[config.mk]
export PLATFORM = sky130hd
export DESIGN_NAME = qrrs_div_cell
export DESIGN_NICKNAME = d
export VERILOG_FILES = /design/src/rtl/core/qrrs_pkg.sv /design/src/rtl/core/qrrs_div_cell.sv
export SDC_FILE = /design/constraint.sdc
export NUM_CORES = 1
export LEC_CHECK = 0
export BUFFER_PORTS_ARGS = -buffer_cell sky130_fd_sc_hd__buf_2
export CORE_AREA = 2 2 129 131
export DETAILED_ROUTE_END_ITERATION = 8
export DIE_AREA = 0 0 131 133
export PLACE_DENSITY = 0.83
export SLEW_MARGIN = 40
export SYNTH_ARGS = -nofsm -noshare
export SYNTH_HDL_FRONTEND = slang
export SYNTH_SLANG_ARGS = --single-unit
[constraint.sdc]
create_clock -name clk -period 3.7 [get_ports clk]
set_input_delay 0.925 -clock clk [delete_from_list [all_inputs] [get_ports clk]]
set_output_delay 0.925 -clock clk [all_outputs]
set_load 0.03 [all_outputs]
[src/rtl/core/qrrs_pkg.sv]
// shared types and constants of the quadratic real-root solver
package qrrs_pkg;

    // status codes
    localparam logic [1:0] STATUS_OK    = 2'd0;
    localparam logic [1:0] STATUS_DEGEN = 2'd1;
    localparam logic [1:0] STATUS_SAT   = 2'd2;

    // root counts
    localparam logic [1:0] COUNT_NONE = 2'd0;
    localparam logic [1:0] COUNT_ONE  = 2'd1;
    localparam logic [1:0] COUNT_TWO  = 2'd2;

    // square root: 35 result bits, two radicand bits per step
    localparam int SQRT_STEPS = 35;
    localparam int RAD_W      = 2 * SQRT_STEPS;
    localparam int DISC_W     = 66;
    localparam int SREM_W     = 37;
    localparam int ROOT_W     = SQRT_STEPS;

    // divider: numerator magnitude below 2^34, divisor 2|a| below 2^33
    localparam int NUM_W  = 34;
    localparam int DEN_W  = 33;
    localparam int DREM_W = 34;

    typedef struct packed {
        logic signed [31:0] coef_a;
        logic signed [31:0] coef_b;
        logic signed [31:0] coef_c;
    } in_item_t;

    typedef struct packed {
        logic [1:0]         root_count;
        logic signed [31:0] root_first;
        logic signed [31:0] root_second;
        logic [1:0]         status;
    } out_item_t;

    // flags and operands riding alongside the square root chain
    typedef struct packed {
        logic               degen;
        logic               dneg;
        logic               dzero;
        logic               a_neg;
        logic [31:0]        a_mag;
        logic signed [31:0] b;
    } sq_side_t;

    // flags riding alongside the divider chain
    typedef struct packed {
        logic degen;
        logic dneg;
        logic dzero;
        logic neg_first;
        logic neg_second;
    } div_side_t;

endpackage

[src/rtl/core/qrrs_div_cell.sv]
// one restoring division step: one dividend bit in, one quotient bit out
module qrrs_div_cell #(
    parameter int DW = 50
) (
    input  logic                          clk,
    input  logic                          en,
    input  logic [DW-1:0]                 num,
    input  logic [qrrs_pkg::DREM_W-1:0]   rem,
    input  logic [DW-1:0]                 quo,
    input  logic [qrrs_pkg::DEN_W-1:0]    den,
    output logic [DW-1:0]                 num_reg,
    output logic [qrrs_pkg::DREM_W-1:0]   rem_reg,
    output logic [DW-1:0]                 quo_reg,
    output logic [qrrs_pkg::DEN_W-1:0]    den_reg
);

    logic [qrrs_pkg::DREM_W-1:0] rem_sh;
    logic [qrrs_pkg::DREM_W-1:0] den_ext;
    logic                        ge;
    logic [qrrs_pkg::DREM_W-1:0] rem_next;
    logic [DW-1:0]               quo_next;
    logic [DW-1:0]               num_next;

    always_comb
    begin
        rem_sh   = {rem[qrrs_pkg::DREM_W-2:0], num[DW-1]};
        den_ext  = {1'b0, den};
        ge       = (rem_sh >= den_ext);
        rem_next = ge ? (rem_sh - den_ext) : rem_sh;
        quo_next = {quo[DW-2:0], ge};
        num_next = {num[DW-2:0], 1'b0};
    end

    always_ff @(posedge clk)
    begin
        if (en)
        begin
            num_reg <= num_next;
            rem_reg <= rem_next;
            quo_reg <= quo_next;
            den_reg <= den;
        end
    end

endmodule

# ---- Word-level counts from Yosys, hierarchy flattened
# Index checks and enable logic that the tools add are counted.
# W data, S select, Z words.
dict set report word_totals {
  wordCells 7
  register_bits 166
  out_inout_bits 167
  in_bits 169
}
dict set report classes {
  n_mux 1
  n_lt_le_gt_ge 1
  addsub 1
}
# op count
set ops {}
lappend ops {{$ge A34 B33 Y1} 1}
lappend ops {{$mux W34} 1}
lappend ops {{$sub A34 B33 Y34} 1}

# ---- Logic depth before layout (Yosys ltp)
dict set report depth {
  depth_word 2
  ltp_mapped 13
}

# ---- Least setup slack after synthesis
# No wires, ideal clock.
dict set report synth_timing {
  kind {input to register}
  startpoint {input num[49]}
  endpoint {register rem_reg[10] (netlist bit), data pin}
  arrival_time_ps 3011
  n_path_buf 1
  path_stages 12
  slack_ps 429
  required_ps 3440
  path_cell_list {inv_1 ha_1 inv_1 fa_1 a211oi_1 o21ai_0 o211ai_1 nand2_1 a31oi_4 o21ai_2 buf_6 mux2_4}
}
dict set report synth_via {
  elab_chain_cells 2
  elab_cells_between_ends 3
  classes_between {1 x add/sub; 1 x order compare; 1 x mux}
}
# element line_no
set synth_rtl {}
lappend synth_rtl {{start, declared} qrrs_div_cell.sv:7} ;# input logic [DW-1:0] num,
lappend synth_rtl {{$sub A34 B33 Y34 / $ge A34 B33 Y1 (equally long branches)} {qrrs_div_cell.sv:29, qrrs_div_cell.sv:28}}
lappend synth_rtl {{$mux W34 *} qrrs_div_cell.sv:29} ;# rem_next = ge ? (rem_sh - den_ext) : rem_sh;
lappend synth_rtl {{via rem_next (one bit)} qrrs_div_cell.sv:20} ;# logic [qrrs_pkg::DREM_W-1:0] rem_next;
lappend synth_rtl {{end signal, assigned} qrrs_div_cell.sv:39} ;# rem_reg <= rem_next;
lappend synth_rtl {{end, declared} qrrs_div_cell.sv:12} ;# output logic [qrrs_pkg::DREM_W-1:0] rem_reg,
# The timed path passes the listed nets; every way through them passes the cells marked *.
# A chain may end at the register's enable or synchronous reset.

# ---- Final worst setup path
dict set report layout_timing {
  startpoint {input num[49]}
  endpoint {register rem_reg[7] (netlist bit), data pin}
}
# Same word-level chain as after synthesis.

==> results.py <==
metrics = {
    "outcome": {
        "status": "finished, final reports clean",
    },
    "worst_setup_path": {
        "endpoint_kind": "flip-flop",
        "crit_chain": "buf_2, inv_1, ha_1, inv_1, fa_1, a211oi_1, o21ai_0, o211ai_1, nand2_1, a31oi_4, o21ai_4, buf_12, mux2_4",
        "cp_slowest_stage_delay_ps": 400,
        "cp.buffers_inverters": 4,
        "slowest_stage": "fa_1",
        "start_kind": "input pin",
        "crit_family": "compound AO/OA/AOI/OAI gates",
        "crit_path_frequent_cell": "inv_1",
        "cp-startpoint": "num[49]",
        "cp_max_fo": 31,
        "cp.arrival_ps": 3350,
        "worstSetupPathType": "input pin to flip-flop",
        "cp.required_ps": 3880,
    },
    "min_path": {
        "hp-start": "quo[45]",
        "hold_path_end": "quo_reg[46]",
        "whs_path_depth": 1,
        "holdCritPathClass": "input pin to flip-flop",
    },
    "finish": {
        "layout.area.seq_um2": 4980,
        "drive_above_1_share_pct": 45.3,
        "final_cell_mix": "buf_2 (331), edfxtp_1 (166), a21oi_1 (53)",
        "nFillCells": 1241,
        "syn_to_final_growth_pct": 35.6,
        "nNetsFinal": 1078,
        "multi_input_area_um2": 2170,
        "largest_register_ff_count": 50,
        "layout_commonest_cell": "buf_2",
        "design_area_um2": 10000,
    },
    "placed_design": {
        "dp_hpwl_mm": 14.6,
        "placed_cell_area_um2": 9440,
        "place.port_buffers": 332,
        "routabilityCongestion": 0.832,
    },
    "power_and_ir_drop": {
        "power_w": 0.00520,
        "leakage_nw": 4.49,
        "seqPwrFrac_pct": 44.6,
        "p_sw_share_pct": 31.0,
        "power.switching_w": 0.00161,
        "pwr-share-clk_pct": 32.8,
        "ir_drop_uv": 294,
        "p_per_area_nw_per_um2": 519,
        "internal_power_w": 0.00359,
        "p_comb_share_pct": 22.6,
    },
    "sta": {
        "setup_viol": 0,
        "worst_pin_slew_ps": 668,
        "rsz0062_at_grt": "false",
        "fin_crit_sh_pct": 85.7,
        "slew_viol_final": 0,
        "tns_ps": 0,
        "finalHoldViolCount": 0,
        "slew_headroom_pct": 55.5,
        "period_minus_slack_ps": 3170,
        "timing.fmax_mhz": 315,
    },
    "clocking": {
        "cts_setup_buffers": 0,
        "clock_path_buffers": 2,
        "cts_resized": 0,
        "cts.clk_slew.worst_paths_ps": 70,
        "clock_tree.root_cell": "clkbuf_16",
        "clkSinkCount": 166,
        "htreeDepth": 4,
        "cts_buffers": 17,
        "cts_tree": "done",
        "postCtsHoldBufs": 0,
    },
    "logic_synthesis": {
        "ys_warn_count": 0,
        "synth_top_area_share_pct": 67.4,
        "ys_seq_area_share_pct": 67.4,
        "yosysTopAreaCell": "edfxtp_1",
        "ys_types": 56,
        "synth_edf_count": 166,
        "synth-seq-cells": 166,
        "syn_area_um2": 7390,
        "synth.top_cells.by_area": "edfxtp_1 (67%), ha_1 (5.6%), a21oi_1 (3.6%)",
        "syn_inst": 521,
        "synth_flop_cell": "edfxtp_1",
        "async_reset_ff_share_pct": 0,
        "synth_nets": 724,
        "avgSynthCellArea_um2": 14.2,
    },
    "grt": {
        "antenna_found_initial": 2,
        "grt.total_usage_pct": 21.4,
        "grt_start_max_net_pins": 75,
        "grt_first_pass_wirelength_mm": 27.8,
        "grt_overflow": 0,
        "grt_pass1_vias": 5329,
    },
    "routing": {
        "drtIter0Drc": 411,
        "drc": 0,
        "wl_per_cell_um": 17.1,
        "detail-route-antenna-nets": 0,
        "route.met3.wl_mm": 1.41,
        "num_vias": 5497,
        "highest_layer": "met4",
        "wl_met1_mm": 7.22,
        "routed_wl_mm": 18.9,
        "wl_met2_mm": 9.84,
        "drt_pass1_iterations": 5,
        "avgViaCountPerCell": 4.95,
    },
    "floorplan": {
        "ios": 336,
        "rows": 47,
        "start_util_pct": 45.7,
        "die_w_um": 131,
        "die_area_um2": 17400,
        "coreArea_um2": 16200,
        "die_height_um": 133,
    },
    "run": {
        "drv_cap": 0,
    },
}
==> synthesized netlist by cell type, drive strengths merged (2+ instances only) <==
library cell and count:
nand2b 2, o31ai 3, a211oi 6, and4 2
a21boi 2, a31oi 4, o31a 2, edfxtp 166
nand3 7, nor2 33, a21o 13, clkbuf 7
buf 8, o21a 5, and3 7, ha 33
nor3 5, inv 41, or2 2, xor2 11
nand4 5, xnor2 18, mux2 9, o21bai 5
nand2 23, a41o 2, o211ai 2, a221o 3
o21ai 25, a21oi 54, and2 3
==> layer usage <==
layer	up-vias	GRT usage [%]
met5	-	0
met4	0	8.81
met3	36	6.75
met2	240	37.8
met1	2545	23.6
li1	2676	-
==> cell families after synthesis <==
group	Yosys count	share of synthesized area [%]
DFF	166	67.4
adders and majority gates	34	5.86
muxes	10	1.96
AOI/OAI and AO/OA	135	12.3
xor gates and xnor gates	29	3.44
other	1	0.0507
buffers and inverters	56	3.28
and+or+nand+nor	90	5.69
==> power by group through the flow <==
| stage | registers [W] | clock network (W) | logic, W |
|---|---|---|---|
| 3_3_place_gp | 0.00236 | 0 | 0.00116 |
| 5_1_grt | 0.00234 | 0.00180 | 0.00126 |
| 2_1_floorplan | 0.00274 | 0 | 0.000381 |
| 3_5_place_dp | 0.00236 | 0 | 0.00117 |
| 4_1_cts | 0.00232 | 0.00175 | 0.00118 |
| 6_report | 0.00232 | 0.00170 | 0.00118 |
==> layout make-up <==
cell class	instances	share of cell area [%]
flip-flops and latches	166	49.7
multi-input cells	299	21.7
repair buffers	350	18.5
clock buffers	17	4.24
well taps	220	2.75
inverters	41	1.54
clock inverters	15	1.52
diodes	2	0.0499
==> worst max path at each step <==
stage / to / slack, ps / cells past startpoint
floorplan: rem_reg[10] / 430 / 12
global placement: rem_reg[20] / 110 / 14
detailed placement: rem_reg[7] / 110 / 13
CTS: rem_reg[7] / 550 / 13
global route: rem_reg[20] / 360 / 14
finish: rem_reg[7] / 530 / 13
==> per-stage QoR <==
stage | std cells | utilization [%] | setup slack [ps] | hold slack, ps
6_report | 1110 | 62.0 | 528 | 663
3_5_place_dp | 1076 | 58.4 | 113 | 1100
3_3_place_gp | 1076 | 58.4 | 108 | 1100
4_1_cts | 1108 | 61.9 | 551 | 642
2_1_floorplan | 521 | - | 429 | 1020
5_1_grt | 1110 | 62.0 | 359 | 646
Note: power is estimated with default switching activity, not from simulation.
