**config.mk**
```make
export PLATFORM = sky130hd
export DESIGN_NAME = qrrs_sqrt_cell
export DESIGN_NICKNAME = d
export VERILOG_FILES = /design/src/rtl/core/qrrs_pkg.sv /design/src/rtl/core/qrrs_sqrt_cell.sv
export SDC_FILE = /design/constraint.sdc
export NUM_CORES = 1
export LEC_CHECK = 0
export BUFFER_PORTS_ARGS = -buffer_cell sky130_fd_sc_hd__buf_2
export CORE_AREA = 2 2 123 125
export DETAILED_ROUTE_END_ITERATION = 12
export DIE_AREA = 0 0 125 127
export PLACE_DENSITY_LB_ADDON = 0.3
export SLEW_MARGIN = 40
export SYNTH_ARGS = -nofsm -noshare
export SYNTH_HDL_FRONTEND = slang
export SYNTH_SLANG_ARGS = --single-unit
```
**constraint.sdc**
```tcl
create_clock -name clk -period 3 [get_ports clk]
set_input_delay 0.45 -clock clk [delete_from_list [all_inputs] [get_ports clk]]
set_output_delay 0.45 -clock clk [all_outputs]
set_load 0.01 [all_outputs]
```
**src/rtl/core/qrrs_pkg.sv**
```systemverilog
// shared types and constants of the quadratic real-root solver
package qrrs_pkg;

    // status codes
    localparam logic [1:0] STATUS_OK    = 2'd0;
    localparam logic [1:0] STATUS_DEGEN = 2'd1;
    localparam logic [1:0] STATUS_SAT   = 2'd2;

    // root counts
    localparam logic [1:0] COUNT_NONE = 2'd0;
    localparam logic [1:0] COUNT_ONE  = 2'd1;
    localparam logic [1:0] COUNT_TWO  = 2'd2;

    // square root: 35 result bits, two radicand bits per step
    localparam int SQRT_STEPS = 35;
    localparam int RAD_W      = 2 * SQRT_STEPS;
    localparam int DISC_W     = 66;
    localparam int SREM_W     = 37;
    localparam int ROOT_W     = SQRT_STEPS;

    // divider: numerator magnitude below 2^34, divisor 2|a| below 2^33
    localparam int NUM_W  = 34;
    localparam int DEN_W  = 33;
    localparam int DREM_W = 34;

    typedef struct packed {
        logic signed [31:0] coef_a;
        logic signed [31:0] coef_b;
        logic signed [31:0] coef_c;
    } in_item_t;

    typedef struct packed {
        logic [1:0]         root_count;
        logic signed [31:0] root_first;
        logic signed [31:0] root_second;
        logic [1:0]         status;
    } out_item_t;

    // flags and operands riding alongside the square root chain
    typedef struct packed {
        logic               degen;
        logic               dneg;
        logic               dzero;
        logic               a_neg;
        logic [31:0]        a_mag;
        logic signed [31:0] b;
    } sq_side_t;

    // flags riding alongside the divider chain
    typedef struct packed {
        logic degen;
        logic dneg;
        logic dzero;
        logic neg_first;
        logic neg_second;
    } div_side_t;

endpackage

```
**src/rtl/core/qrrs_sqrt_cell.sv**
```systemverilog
// one restoring square root step: two radicand bits in, one root bit out
module qrrs_sqrt_cell (
    input  logic                              clk,
    input  logic                              en,
    input  logic [qrrs_pkg::RAD_W-1:0]        rad,
    input  logic [qrrs_pkg::SREM_W-1:0]       rem,
    input  logic [qrrs_pkg::ROOT_W-1:0]       root,
    output logic [qrrs_pkg::RAD_W-1:0]        rad_reg,
    output logic [qrrs_pkg::SREM_W-1:0]       rem_reg,
    output logic [qrrs_pkg::ROOT_W-1:0]       root_reg
);

    logic [qrrs_pkg::SREM_W-1:0] rem_sh;
    logic [qrrs_pkg::SREM_W-1:0] trial;
    logic                        ge;
    logic [qrrs_pkg::RAD_W-1:0]  rad_next;
    logic [qrrs_pkg::SREM_W-1:0] rem_next;
    logic [qrrs_pkg::ROOT_W-1:0] root_next;

    always_comb
    begin
        rem_sh    = {rem[qrrs_pkg::SREM_W-3:0], rad[qrrs_pkg::RAD_W-1 -: 2]};
        trial     = {root, 2'b01};
        ge        = (rem_sh >= trial);
        rem_next  = ge ? (rem_sh - trial) : rem_sh;
        root_next = {root[qrrs_pkg::ROOT_W-2:0], ge};
        rad_next  = {rad[qrrs_pkg::RAD_W-3:0], 2'b00};
    end

    always_ff @(posedge clk)
    begin
        if (en)
        begin
            rad_reg  <= rad_next;
            rem_reg  <= rem_next;
            root_reg <= root_next;
        end
    end

endmodule

```
Word level (Yosys, flattened, before mapping)

Cells that the tools add are included.

Add/subtract/negate cells: 1
$mul: 0
Div/mod/pow operators: 0
$lt $le $gt $ge: 1
Equal/unequal tests: 0
Shift-type cells: 0
Multiplexer cells: 1
Bitwise gates (word level): 0
Reduce and logical (&&, ||, !) cells: 0

Operator list:

| cell                               | number |
|---|---|
| greater-or-equal comparator 37 bit | 1 |
| 2-to-1 mux 37 bit                  | 1 |
| subtractor 37 bit                  | 1 |

Bits in registers: 140
Bits in latches: 0
RAM bits: 0
Bits in read-only memories: 0
Bits of input ports: 144
Output and inout port bits: 142
Logic and storage cells: 6
Memories kept: 0

Longest topological paths before layout

Gate-level depths: netlist (run 1).

Word-level depth: 2
Mapped depth: 14
Gate-level depth less buffers: 11

Least setup slack after synthesis (run 1)

OpenSTA, ideal clock, no wires.

Path type: in2reg
From: input root[15] (netlist bit)
To: register rem_reg[19] (netlist bit) (data pin)
Data arrival time: 2.493 ns
Data required time: 2.740 ns
Path slack: 0.247 ns
Stages: 11
Buffers on the path: 3
Cell sequence: inv_1 > ha_1 > clkbuf_1 > nand4_1 > or3_1 > o31ai_1 > a21oi_2 > nor2_2 > buf_6 > buf_12 > mux2_4

Cells in the longest elaborated chain, start to end: 2

RTL lines:

| what                                                                    | line                                       | text |
|---|---|---|
| start, declared                                                         | qrrs_sqrt_cell.sv:7                        | `input logic [qrrs_pkg::ROOT_W-1:0] root,` |
| subtractor 37 bit or greater-or-equal comparator 37 bit (tied branches) | qrrs_sqrt_cell.sv:25, qrrs_sqrt_cell.sv:24 |  |
| 2-to-1 mux 37 bit *                                                     | qrrs_sqrt_cell.sv:25                       | `rem_next = ge ? (rem_sh - trial) : rem_sh;` |
| net rem_next, one bit                                                   | qrrs_sqrt_cell.sv:17                       | `logic [qrrs_pkg::SREM_W-1:0] rem_next;` |
| end signal, assigned                                                    | qrrs_sqrt_cell.sv:35                       | `rem_reg <= rem_next;` |
| end, declared                                                           | qrrs_sqrt_cell.sv:9                        | `output logic [qrrs_pkg::SREM_W-1:0] rem_reg,` |

The timed path passes the listed nets; every way through them passes the cells marked *.
A chain may end at the register's enable or synchronous reset.

Worst setup path in the final report (run 1)

From: input root[1] (netlist bit)
To: register rem_reg[19] (netlist bit) (data pin)

Same word-level chain as after synthesis.

==> summary.txt, run 1 <==
Critical path
  – CP max stage delay: 0.49 ns
  – Arrival @ worst endpoint: 2.97 ns
  – CP max-delay cell: a311oi_1
  – Crit path depth: 13
  – Delay-heaviest family, CP: compound AO/OA/AOI/OAI gates
  – Critical path origin: root[1]
  – Crit path cell chain: buf_2, inv_1, ha_1, nor3_2, a211oi_4, buf_4, a31o_2, o21ai_1, nand2b_1, a311oi_1, o21ai_0, xor2_1, mux2_4
  – Crit. End Element: flip-flop
  – Crit Path Category: input pin to flip-flop
  – Critical Path Fanout Max: 3
  – CP Launch Type: input pin
  – Critical path buffers and inverters: 3
  – Worst EP required: 3.17 ns
  – Critical path endpoint: rem_reg[19]$_DFFE_PP_

Finish
  – Nets: 1,023
  – Non-Filler Instances: roughly 1,000
  – Fin util: 0.6552
  – Flip-flop count of the largest register after layout: 68
  – Fillers: around 1,100
  – Sequential cell area: approximately 4200 um2
  – Area delta synth->final: 36.04%
  – Layout cells sized above 1: 0.4713
  – Antenna Cells: 0
  – Area of the multi-input gates: around 2400 um2

Synthesis
  – Synth Flop Type: edfxtp_1
  – Synth top area cells: edfxtp_1 (61%), ha_1 (6.7%), mux2_4 (3.7%), mux2_2 (2.9%), inv_1 (2.6%)
  – Register area share after synthesis: 0.6052
  – Mean area per synthesized cell: around 14 um2
  – Synth top area share: 0.6052
  – Synth cell count leaders: edfxtp_1 (140), inv_1 (49), ha_1 (37)
  – Post-synth EDFFs: between 100 and 150
  – Gate Count Post-Synth: about 500
  – Ys async rst share: 0
  – Most frequent cell after synthesis: edfxtp_1
  – YS warnings: 0
  – Synthesized flop and latch total: 140
  – Post-synth cell types: between 50 and 60
  – Top cell type by total area after synthesis: edfxtp_1
  – Synth Cell Area: between 6000 and 7000 um2

Global route
  – Congestion Overflow GR: 0
  – Vias in the first global route: between 5,000 and 6,000
  – Largest net degree at the start of global routing: 70
  – First-pass GRT wire length: approximately 27,000 um
  – Initial antenna violation count: 1
  – Global Route Usage Sum: 0.2175

CTS
  – CTS tree: built
  – Total CTS buffers: 17
  – Post-CTS sizing: 0
  – Setup Buffers After CTS: 0
  – H-tree levels: 4
  – Clk slew on worst S/H paths: ~0.060 ns
  – Hold buffer count at cts: 0
  – Clock sinks: 140
  – Clock Path Buffers: 2
  – Clock Tree Root: clkbuf_16

STA
  – RSZ-0062 raised after global routing: no
  – FMAX: ~360 MHz
  – Final period utilization: 0.9333
  – Pins Over Slew Limit: 0
  – Worst Max-Slew Pin Slew: approximately 0.50 ns
  – Tmin final: about 2.8 ns
  – Slew headroom: 0.6654
  – Hold Vio Cnt, Final: 0
  – # setup viols final: 0
  – Fin Hold WS: about 0.21 ns

Power
  – Max VDD drop: between 0.3 and 0.4 mV
  – PD cells: a little over 600 nW/um2
  – Leakage Power: 0.004316 uW

Drt
  – 1st-iter DRT viols: 305
  – Number of nets with antenna violations after routing: 0
  – Wire per inst: approximately 17 um
  – Detailed-route wire length: between 15,000 and 20,000 um
  – Via count: approximately 5,300
  – Drt via density: about 5.1
  – Pre-antenna DRT Iters: 5
  – # DRC: 0

Die
  – Row count: 44
  – Starting Density: 0.4816
  – DIE AREA: between 15,000 and 20,000 um2
  – Core box area: between 10,000 and 15,000 um2
  – I/O pin cnt: around 290
  – Die span in y: about 130 um
  – Die X-Extent: ~130 um

Placement
  – Detailed placement HPWL: 13,560 um
  – Placed cell count: roughly 1,000
  – GP Congestion: around 0.9
  – IO buf count: roughly 280

Job
  – Total of max-cap violations: 0

Outcome
  – Status: complete, no violations

Worst hold path
  – Hold Crit Class: input pin to flip-flop
==> final cells by class <==
cell class | instances | area share
Clock buffer | 18 | 0.04541
Clock inverter | 14 | 0.01973
Inverter | 49 | 0.01946
Multi-Input combinational cell | 309 | 0.2565
Sequential cell | 140 | 0.4449
Tap cell | 184 | 0.02436
Timing Repair Buffer | 325 | 0.1897
==> report_power, final <==
group          internal [uW]  switching (uW)  total, uW
logic                    566             613       1180
registers               2380            43.6       2420
clock network           1330             844       2170
total                   4270            1500       5780
==> worst min-delay path by stage <==
| stage | startpoint | to | cells past startpoint |
|---|---|---|---|
| after floorplan | rad[8] | rad_reg[10]$_DFFE_PP_ | 0 |
| final | rad[64] | rad_reg[66]$_DFFE_PP_ | 1 |
| after detailed placement | rad[61] | rad_reg[63]$_DFFE_PP_ | 1 |
| after global placement | rad[61] | rad_reg[63]$_DFFE_PP_ | 1 |
| after global routing | rad[31] | rad_reg[33]$_DFFE_PP_ | 1 |
| after CTS | rad[28] | rad_reg[30]$_DFFE_PP_ | 1 |
==> placed cells by master, fill, tap and decap left out, types with 5 or more instances in the layout <==
cell,count
buf_2,280
edfxtp_1,140
inv_1,49
buf_4,40
ha_1,37
a21oi_1,34
nand2_1,27
xnor2_1,20
mux2_2,18
nor2_1,17
mux2_4,17
clkbuf_16,17
xor2_1,14
o21ai_0,13
a21o_1,13
nand4_1,9
nand3_1,9
nor3_1,8
o21ai_1,6
nand2b_1,6
o21bai_1,6
a211oi_1,5
==> kinds of logic (layout without fill, tap and decap cells) <==
kind of cell,after synthesis,in the layout,share of synthesized area
flops,140,140,0.6052
compound gates,108,108,0.1036
simple gates,92,92,0.06665
buf+inv,63,406,0.04719
fa+ha+maj,37,37,0.06664
mux,36,36,0.06736
xor+xnor,34,34,0.04287
other cells,1,2,0.0005398
==> per-stage QoR <==
step / setup WS, ns / area [um2] / total power, uW / TNS [ns]
3_5_place_dp: -0.2138 / 8835 / 3640 / -1.693
5_1_grt: 0.1061 / 9450 / 6021 / 0
6_report: 0.2002 / 9450 / 5775 / 0
2_1_floorplan: 0.2470 / 6950 / 3141 / 0
4_1_cts: 0.2312 / 9450 / 5824 / 0
3_3_place_gp: -0.06454 / 8835 / 3607 / -0.5954
==> metal layers <==
metal	track usage	wire [um]	part of all wire
met2	0.3833	9001	0.52
met3	0.06575	1095	0.063
met1	0.2489	6943	0.40
met4	0.08758	368	0.021
met5	0	13	0.00075
Note: power is estimated with default switching activity, not from simulation.
==> run 2, diff against run 1 <==
--- a/config.mk
+++ b/config.mk
@@ -6,9 +6,10 @@
 export NUM_CORES = 1
 export LEC_CHECK = 0
 export BUFFER_PORTS_ARGS = -buffer_cell sky130_fd_sc_hd__buf_2
-export CORE_AREA = 2 2 123 125
+export CORE_AREA = 2 2 121 123
+export CTS_CLUSTER_DIAMETER = 120
 export DETAILED_ROUTE_END_ITERATION = 12
-export DIE_AREA = 0 0 125 127
+export DIE_AREA = 0 0 123 125
 export PLACE_DENSITY_LB_ADDON = 0.3
 export SLEW_MARGIN = 40
 export SYNTH_ARGS = -nofsm -noshare
==> constraint.sdc (replaced) <==
create_clock -name clk -period 3.45 [get_ports clk]
set_input_delay 0.5175 -clock clk [delete_from_list [all_inputs] [get_ports clk]]
set_output_delay 0.5175 -clock clk [all_outputs]
set_load 0.01 [all_outputs]
==> run 2 against run 1 <==
Net effect: first-iteration DRC count decreased by 21%; core utilization fell by 1.2 points; sequential share of layout area rose by 1.5 points.
==> summary.txt, run 2 (same netlist as run 1, synthesis figures left out) <==
Placement
  – IO buf count: 281 (unchanged)
  – Placed cell count: 967 (-4.0%)
  – Detailed placement HPWL: 12,970 um (-4.3%)
  – GP Congestion: 0.8860 (+0.95%)

Finish
  – Area delta synth->final: 31.61%
  – Non-Filler Instances: 999 (-3.8%)
  – Layout cells sized above 1: 0.4442 (-0.02717)
  – Flip-flop count of the largest register after layout: 68 (unchanged)
  – Most frequent cells in the layout: buf_2 (280), edfxtp_1 (140), inv_1 (49)
  – Nets: 983 (-3.9%)
  – Fin util: 0.6437 (-0.01151)
  – Antenna Cells: 0 (unchanged)
  – Commonest non-fill, non-tap cell in the layout: buf_2

CTS
  – Total CTS buffers: 17 (unchanged)
  – Hold buffer count at cts: 0 (unchanged)
  – Clock Path Buffers: 2 (unchanged)
  – Clock sinks: 140 (unchanged)
  – Setup Buffers After CTS: 0 (unchanged)
  – Clk slew on worst S/H paths: 0.06 ns (about the same)
  – Post-CTS sizing: 0 (unchanged)
  – Clock Tree Root: clkbuf_16
  – CTS tree: built
  – H-tree levels: 4 (unchanged)

Critical path
  – Worst EP required: 3.61 ns (+0.44 ns)
  – Crit Path Category: input pin to flip-flop
  – Critical path buffers and inverters: 3 (unchanged)
  – Crit. End Element: flip-flop
  – Critical Path Fanout Max: 23 (+20)
  – CP max-delay cell: a211oi_4
  – CP max stage delay: 0.36 ns (-0.13 ns)
  – Top cell by count, worst path: nand3_1
  – Arrival @ worst endpoint: 3.07 ns (+0.10 ns)
  – Delay-heaviest family, CP: compound AO/OA/AOI/OAI gates
  – CP Launch Type: input pin
  – Crit path cell chain: buf_2, inv_1, ha_1, o21ai_1, a211oi_4, a41oi_2, nand4_1, nand3_1, nand3_1, a21oi_2, nor2_4, buf_12, mux2_2

STA
  – Pins Over Slew Limit: 0 (unchanged)
  – Worst Max-Slew Pin Slew: 0.6752 ns (+0.1767 ns)
  – # setup viols final: 0 (unchanged)
  – Fin Hold WS: 0.2771 ns (+0.07048 ns)
  – Setup TNS: 0 ns (unchanged)
  – RSZ-0062 raised after global routing: no
  – Final period utilization: 0.8446
  – FMAX: 343.2 MHz
  – Slew headroom: 0.5499 (-0.1155)
  – Hold Vio Cnt, Final: 0 (unchanged)
  – Tmin final: 2.914 ns

Global route
  – Congestion Overflow GR: 0 (unchanged)
  – First-pass GRT wire length: 25,710 um (-4.9%)
  – Global Route Usage Sum: 0.2191 (+0.001625)
  – Vias in the first global route: 5,249 (-2.0%)
  – Initial antenna violation count: 0 (-1)
  – Largest net degree at the start of global routing: 72 (+2.9%)

Drt
  – Detailed-route wire length: 16,870 um (-3.2%)
  – 1st-iter DRT viols: 240 (-21%)
  – Via count: 5,147 (-2.9%)
  – Drt via density: 5.152 (+0.94%)
  – Number of nets with antenna violations after routing: 0 (unchanged)
  – # DRC: 0 (unchanged)
  – Pre-antenna DRT Iters: 4 (-1)
  – Wire per inst: 16.89 um (+0.70%)

Power
  – Leakage Power: 0.004115 uW (-4.7%)
  – PD cells: 544.2 nW/um2 (-11%)
  – Max VDD drop: 0.2810 mV (-20%)

Die
  – I/O pin cnt: 286 (unchanged)
  – Row count: 44 (unchanged)
  – Die X-Extent: 123 um (-1.6%)
  – DIE AREA: 15,380 um2 (-3.1%)
  – Die span in y: 125 um (-1.6%)
  – Starting Density: 0.4891 (+0.007467)
  – Core box area: 14,200 um2 (-1.5%)

Job
  – Total of max-cap violations: 0 (unchanged)

Worst hold path
  – Hold Crit Class: input pin to flip-flop

Outcome
  – Status: complete, no violations
[run 2: changes by cell type in the layout (fill, tap and decap cells not counted), sizes merged]
cell / previous run / this run
bufinv: 3 / 4
clkinvlp: 1 / 3
buf: 325 / 285
inv: 54 / 51
[run 2: worst paths after layout]
path	from	to	slack (ns)	depth (start not counted)
worst max-delay path	root[0]	rem_reg[15]$_DFFE_PP_	0.54	13
worst min-delay path	rad[48]	rad_reg[50]$_DFFE_PP_	0.28	1
[run 2: final cells by class]
class	instances	area (um2)
inverters	49	183.9
well taps	184	230.2
fillers	1146	5061
multi-input cells	309	2424
clock inverters	14	191.4
flip-flops and latches	140	4204
clock buffers	18	429.2
repair buffers	285	1480
[run 2: metrics by stage]
step	instance area, um2	power [uW]	worst slack, ns
finish	9143	4975	0.5363
CTS	9143	5022	0.5806
global placement	8522	3072	0.2280
detailed placement	8522	3099	0.1480
floorplan	6950	2732	0.6295
global route	9143	5193	0.4333
[run 2: per-layer routing]
metal / vias to the layer above / routed length [um] / global-route usage
li1: 2480 / - / -
met1: 2422 / 6431 / 0.2415
met2: 212 / 8635 / 0.3887
met3: 33 / 1378 / 0.06387
met4: 0 / 423 / 0.09291
met5: - / 0 / 0
[run 2: where the power goes]
part / switching, uW / internal [uW] / total [uW]
Clock: 699 / 1210 / 1910
Sequential: 40.6 / 2070 / 2110
Combinational: 516 / 440 / 956
==> run 3, diff against run 2 <==
--- a/config.mk
+++ b/config.mk
@@ -6,10 +6,10 @@
 export NUM_CORES = 1
 export LEC_CHECK = 0
 export BUFFER_PORTS_ARGS = -buffer_cell sky130_fd_sc_hd__buf_2
-export CORE_AREA = 2 2 121 123
+export CORE_AREA = 2 2 129 131
 export CTS_CLUSTER_DIAMETER = 120
 export DETAILED_ROUTE_END_ITERATION = 12
-export DIE_AREA = 0 0 123 125
+export DIE_AREA = 0 0 131 133
 export PLACE_DENSITY_LB_ADDON = 0.3
 export SLEW_MARGIN = 40
 export SYNTH_ARGS = -nofsm -noshare
==> constraint.sdc (replaced) <==
create_clock -name clk -period 2.55 [get_ports clk]
set_input_delay 0.3825 -clock clk [delete_from_list [all_inputs] [get_ports clk]]
set_output_delay 0.3825 -clock clk [all_outputs]
set_load 0.01 [all_outputs]
==> run 3 against run 2 <==
Net effect: worst hold slack lost 0.14 ns; clock power rose by 27%; routed wire length increased by 7.2%; setup slack worse by 0.49 ns; cell count grew 15%; largest power group unchanged.
==> summary.txt, run 3 (same netlist as run 1, synthesis figures left out) <==
CTS
  – Clock Tree Root: clkbuf_16
  – Clock Path Buffers: 2 (unchanged)
  – Clock sinks: 140 (unchanged)
  – H-tree levels: 4 (unchanged)
  – Hold buffer count at cts: 0 (unchanged)
  – Total CTS buffers: 17 (unchanged)
  – CTS tree: built
  – Clk slew on worst S/H paths: 0.07 ns (about the same)

Placement
  – Detailed placement HPWL: 14,010 um (+8.0%)
  – Setup WS pre-CTS: -0.3788 ns (-0.5268 ns)
  – Placed cell count: 1,113 (+15%)
  – GP Congestion: 0.8501 (-4.1%)
  – IO buf count: 281 (unchanged)
  – Dpl cell area: 9629 um2 (+13%)

Global route
  – Largest net degree at the start of global routing: 63 (-13%)
  – Initial antenna violation count: 1 (+1)
  – Vias in the first global route: 5,719 (+9.0%)
  – Global Route Usage Sum: 0.2045 (-0.01462)
  – Congestion Overflow GR: 0 (unchanged)
  – First-pass GRT wire length: 27,680 um (+7.7%)

Finish
  – Most frequent cells in the layout: buf_2 (280), edfxtp_1 (140), buf_4 (108)
  – Layout cells sized above 1: 0.5523 (+0.1081)
  – Antenna Cells: 0 (unchanged)
  – Commonest non-fill, non-tap cell in the layout: buf_2
  – Area delta synth->final: 48.87%
  – Non-Filler Instances: 1,147 (+15%)
  – Nets: 1,095 (+11%)
  – Fin util: 0.6395 (-0.004217)
  – Flip-flop count of the largest register after layout: 68 (unchanged)
  – Final Cell Area: 10,340 um2 (+13%)

Outcome
  – Status: complete, no violations

STA
  – Pins Over Slew Limit: 0 (unchanged)
  – Tmin final: approximately 2.5 ns
  – FMAX: 399.3 MHz
  – # setup viols final: 0 (unchanged)
  – Final period utilization: 0.9821
  – PnR worst setup slack: 0.04568 ns (-0.4906 ns)
  – Hold Vio Cnt, Final: 0 (unchanged)

Drt
  – # DRC: 0 (unchanged)
  – Drt via density: 4.760 (-7.6%)
  – Wire per inst: 15.77 um (-6.6%)
  – Via count: 5,460 (+6.1%)
  – Pre-antenna DRT Iters: 4 (unchanged)
  – Detailed-route wire length: 18,090 um (+7.2%)
  – Number of nets with antenna violations after routing: 0 (unchanged)
  – 1st-iter DRT viols: 238 (-0.83%)

Job
  – Total of max-cap violations: 0 (unchanged)

Power
  – Max VDD drop: 0.6048 mV (+120%)
  – PD cells: 667.3 nW/um2 (+23%)
  – Total power: 6901 uW (+39%)
  – Leakage Power: 0.004682 uW (+14%)

Die
  – Row count: 47 (+6.8%)
  – Starting Density: 0.4296 (-0.05952)
  – Core box area: 16,170 um2 (+14%)
  – Die X-Extent: 131 um (+6.5%)
  – DIE AREA: 17,420 um2 (+13%)
  – I/O pin cnt: 286 (unchanged)
  – Die span in y: 133 um (+6.4%)

Worst hold path
  – HP Start: rad[45]
  – Hold Crit Class: input pin to flip-flop
  – Worst hold path cell count: 1 (unchanged)
  – Worst Hold Endpoint: rad_reg[47]$_DFFE_PP_

Critical path
  – Critical Path Fanout Max: 12 (-48%)
  – Arrival @ worst endpoint: 2.67 ns (-0.40 ns)
  – Worst EP required: 2.72 ns (-0.89 ns)
  – CP Launch Type: input pin
  – Crit. End Element: flip-flop
  – Crit Path Category: input pin to flip-flop
-- run 3: changes by cell type in the layout (fill, tap and decap cells not counted), moves of 4 or more --
cell     delta
ha_1       -14
buf_4     +107
ha_4       +11
inv_6       +6
a21oi_1     -4
buf_12      +4
-- run 3: worst max-delay path, stage by stage --
cell,delay [ns]
buf_2,0.11
inv_4,0.04
ha_4,0.27
o21ai_4,0.06
a211oi_4,0.33
a41oi_2,0.21
nand4_1,0.19
nand3_2,0.12
nand3_2,0.12
a21oi_2,0.07
nor2_4,0.13
buf_12,0.14
buf_12,0.14
mux2_2,0.34
-- run 3: how the worst max path moves through the flow --
| stage | end | slack (ns) | cells past startpoint | startpoint |
|---|---|---|---|---|
| after floorplan | rem_reg[32]$_DFFE_PP_ | 0.001 | 11 | root[19] |
| after global placement | rem_reg[7]$_DFFE_PP_ | -0.35 | 13 | root[0] |
| after detailed placement | rem_reg[32]$_DFFE_PP_ | -0.38 | 12 | root[13] |
| after CTS | rem_reg[32]$_DFFE_PP_ | 0.05 | 12 | root[13] |
| after global routing | rem_reg[14]$_DFFE_PP_ | -0.04 | 14 | root[14] |
| final | rem_reg[18]$_DFFE_PP_ | 0.05 | 14 | root[0] |
-- run 3: metal layers --
metal  wire [um]  global-route usage  part of all wire  up-vias
met1        7184              0.2341              0.40     2516
met3        1248             0.05419             0.069       35
met4         459             0.07447             0.025        2
met2        9183              0.3624              0.51      197
li1            -                   -                 -     2710
met5          13                   0           0.00072        -
-- run 3: power by group --
group          switching, uW  total, uW  internal [uW]
combinational            790       1640            845
clock                   1040       2420           1380
sequential              50.3       2850           2800
total                   1880       6900           5020
-- run 3: metrics by stage --
stage | hold WS (ns) | TNS, ns
2_1_floorplan | 0.4814 | 0
6_report | 0.1420 | 0
3_5_place_dp | 0.5606 | -12.97
5_1_grt | 0.1218 | -0.6525
3_3_place_gp | 0.5599 | -12.49
4_1_cts | 0.1244 | 0
-- run 3: area by class of cell --
| cell class | count | area (um2) |
|---|---|---|
| inverter | 49 | 191.4 |
| timing repair buffer | 397 | 2389 |
| clock inverter | 14 | 146.4 |
| tap | 220 | 275.3 |
| sequential | 140 | 4204 |
| multi-input combinational | 309 | 2706 |
| clock buffer | 18 | 429.2 |
| fill | 1232 | 5831 |
-- run 3: what timing repair did --
| action | 4_1_cts | 5_1_grt |
|---|---|---|
| resized for setup | 0 | 18 |
| endpoints found under the setup margin | 0 | 35 |
| buffers inserted | 0 | 1 |
